**config.mk**
```make
export PLATFORM = sky130hd
export DESIGN_NAME = lphs_ram
export DESIGN_NICKNAME = d
export VERILOG_FILES = /design/src/design/lphs_ram.sv
export SDC_FILE = /design/constraint.sdc
export NUM_CORES = 1
export LEC_CHECK = 0
export ABC_CLOCK_PERIOD_IN_PS = 4000
export BUFFER_PORTS_ARGS = -buffer_cell sky130_fd_sc_hd__buf_2
export CORE_ASPECT_RATIO = 0.8
export CORE_UTILIZATION = 55
export DETAILED_ROUTE_END_ITERATION = 16
export GPL_TIMING_DRIVEN = 0
export PLACE_DENSITY = 0.73
export SYNTH_ARGS = -nofsm -noshare
export SYNTH_HDL_FRONTEND = slang
export SYNTH_SLANG_ARGS = --single-unit
```
**constraint.sdc**
```tcl
create_clock -name clk -period 4 [get_ports clk]
set_input_delay 0.6 -clock clk [delete_from_list [all_inputs] [get_ports clk]]
set_output_delay 0.6 -clock clk [all_outputs]
set_load 0.005 [all_outputs]
```
**src/design/lphs_ram.sv**
```systemverilog
// Generic single-port-write, single-port-read RAM with registered read data
`default_nettype none
module lphs_ram #(
    parameter int WIDTH = 8,
    parameter int DEPTH = 16
) (
    input  wire logic                     clk,
    input  wire logic                     we,
    input  wire logic [$clog2(DEPTH)-1:0] waddr,
    input  wire logic [WIDTH-1:0]         wdata,
    input  wire logic [$clog2(DEPTH)-1:0] raddr,
    output logic      [WIDTH-1:0]         rdata
);

    logic [WIDTH-1:0] mem [DEPTH];

    always_ff @(posedge clk)
    begin
        if (we)
        begin
            mem[waddr] <= wdata;
        end
        rdata <= mem[raddr];
    end

endmodule
`default_nettype wire

```
==> out/qor.txt <==
Post-CTS Hold Buffers: 0
CP Launch Type: input pin
final WL: 9477 µm
vias in the first global route: 2352
status: complete, no violations
Final ANT Viol Nets: 0
Multi-input gate area: 1057 µm²
Rows: 31
Setup TNS: 0 ps
Crit-path slowest cell: nor3_1
largest net degree at the start of global routing: 17
HPWL Detailed: 5839 µm
Worst slew margin: 0.1797
# Max-Cap Violations: 0
CP Capture Type: flip-flop
critical path fanouts, max: 8
Antenna diodes: 0
worst setup margin: 1821 ps
initial antenna violation count: 0
I/O Pins: 26
final setup fails: 0
Hold Path Class: in -> reg
Post-Syn Instances: 229
Initial Util: 0.5671
TritonCTS buffer count: 17
CP peak stage delay: 950 ps
Setup CP Type: in -> reg
share of post-route cells with drive strength above 1: 0.2842
GRT Total Usage: 0.2224
FILL cells: 613
pre-CTS setup slack: 1348 ps
Synth area leaders: edfxtp_1, mux4_2, mux4_1
f_max: 0.4590 GHz
Worst Path Buf+Inv: 1
PwrDens: 556.5 nW/µm²
Fin. Hold Viols: 0
Worst EP arrival: 2200 ps
Die ar.: 9752 µm²
worst path cell trace: buf_2 > or3b_2 > nor3_1
Post-Synthesis Cell Area: 5147 µm²
postcts setup bufs: 0
DRC Markers: 0
largest area contributor in the netlist: edfxtp_1
wire per inst: 23.69 µm
Slew Limit Fails: 0
Fin Clk Skew: 13.99 ps
CTS clock-pin slew for the worst setup and hold paths: 60 ps
CTS H-tree lvls: 4
Top delay family on crit path: simple AND/OR/NAND/NOR gates
first-pass GRT wire length: 13940 µm
register area: 4004 µm²
sequential area share after synthesis: 0.7778
Clock Latency Late Sink: 420 ps
CTS tree: built
Pre-Repair DR Iteration Count: 4
Mapped Avg Cell Area: 22.48 µm²
Iteration-0 DRC Markers: 154
Via density: 5.900
Syn. warnings: 0
Slew @ Worst Pin: 1221 ps
Bufs on Longest Clock Path: 2
GPL Wtd Cong: 0.7272
clock sinks: 136
die height: 88.53 µm
Static Leak: 2.040 nW
Final min period: 2179 ps
setup slack, reg-to-reg: 2620 ps
core area: 9076 µm²
syn nets: 247
Cell variety after synth: 19
Peak VDD IR: 0.3851 mV
Period Utilization, post-route: 0.5447
Yosys reg bits: 136
fin nets: 290
commonest non-fill, non-tap cell in the layout: edfxtp_1
Die X: 110.2 µm
Worst Path Required: 4020 ps
most frequent cells in the layout: edfxtp_1, buf_2, mux4_2
Root Buffer Master: clkbuf_16
unrepaired setup endpoints after global routing: no
Remaining Overflow, GRT: 0
quantity of gates resized following cts: 0
area share of the largest cell type after synthesis: 0.7467
Area Overhead vs Synth: 16.87%
Port Buffer Count: 24
vias: 2360
[Yosys cell counts]
library cell     count
buf_4                1
or3b_2               1
a22oi_1             16
and2_1               1
edfxtp_1           128
nor3_1               4
nand2b_1             2
nand3b_1             2
buf_2                3
nand2_1              9
mux4_2              18
nand3_1              1
mux4_1              14
clkdlybuf4s25_2      3
dfxtp_1              8
buf_6                3
nor2b_1              1
nor2_1              13
and2b_1              1
[worst reg2reg max path, stage by stage (launching register included)]
cell and delay [ps]:
edfxtp_1 370, mux4_2 510, a22oi_1 270, nand2_1 90
[power by group]
| part | internal, mW | switching (mW) |
|---|---|---|
| Combinational | 0.0631 | 0.0857 |
| Clock | 1.05 | 0.546 |
| Sequential | 1.59 | 0.00679 |
[final cells by class]
class | instances | share of cell area
tap | 115 | 0.02392
multi-input combinational | 83 | 0.1757
timing repair buffer | 24 | 0.01997
sequential | 136 | 0.6656
clock inverter | 10 | 0.02496
buffer | 10 | 0.01435
clock buffer | 22 | 0.07550
[cells by family (layout without fill, tap and decap cells)]
kind of cell,count (synthesis),count (layout),share of synthesized area
AOI/OAI and AO/OA,16,16,0.02334
muxes,32,32,0.1502
buffers and inverters,10,66,0.01677
and+or+nand+nor,35,35,0.03184
DFF,136,136,0.7778
[per-layer routing]
metal / wire length [µm] / vias up / GRT usage
met2: 4424 / 95 / 0.3119
li1: - / 1059 / -
met1: 4256 / 1202 / 0.3261
met3: 745 / 4 / 0.08395
met5: 0 / - / 0
met4: 51 / 0 / 0.07536
[final timing paths]
path | start | to | cells after the start
min reg2reg | mem[11][3] | rdata[3] | 3
min | wdata[4] | mem[13][4] | 1
max | waddr[2] | mem[0][1] | 3
max reg2reg | mem[14][0] | rdata[0] | 3
[sequential cells by signal, summed over array words and instances (netlist names)]
register and count:
mem 128, rdata 8
[stage by stage]
| step | cell area [µm²] | total power [mW] | hold slack, ps | util | instances |
|---|---|---|---|---|---|
| 6_report | 6016 | 3.348 | 584.6 | 0.6628 | 400 |
| 3_3_place_gp | 5411 | 1.776 | 659.5 | 0.5962 | 368 |
| 5_1_grt | 6016 | 3.454 | 581.3 | 0.6628 | 400 |
| 3_5_place_dp | 5411 | 1.781 | 669.4 | 0.5962 | 368 |
| 4_1_cts | 6016 | 3.375 | 576.9 | 0.6628 | 400 |
| 2_1_floorplan | 5147 | 1.711 | 629.3 | - | 229 |
No activity file was read; power rests on OpenSTA's default activity.
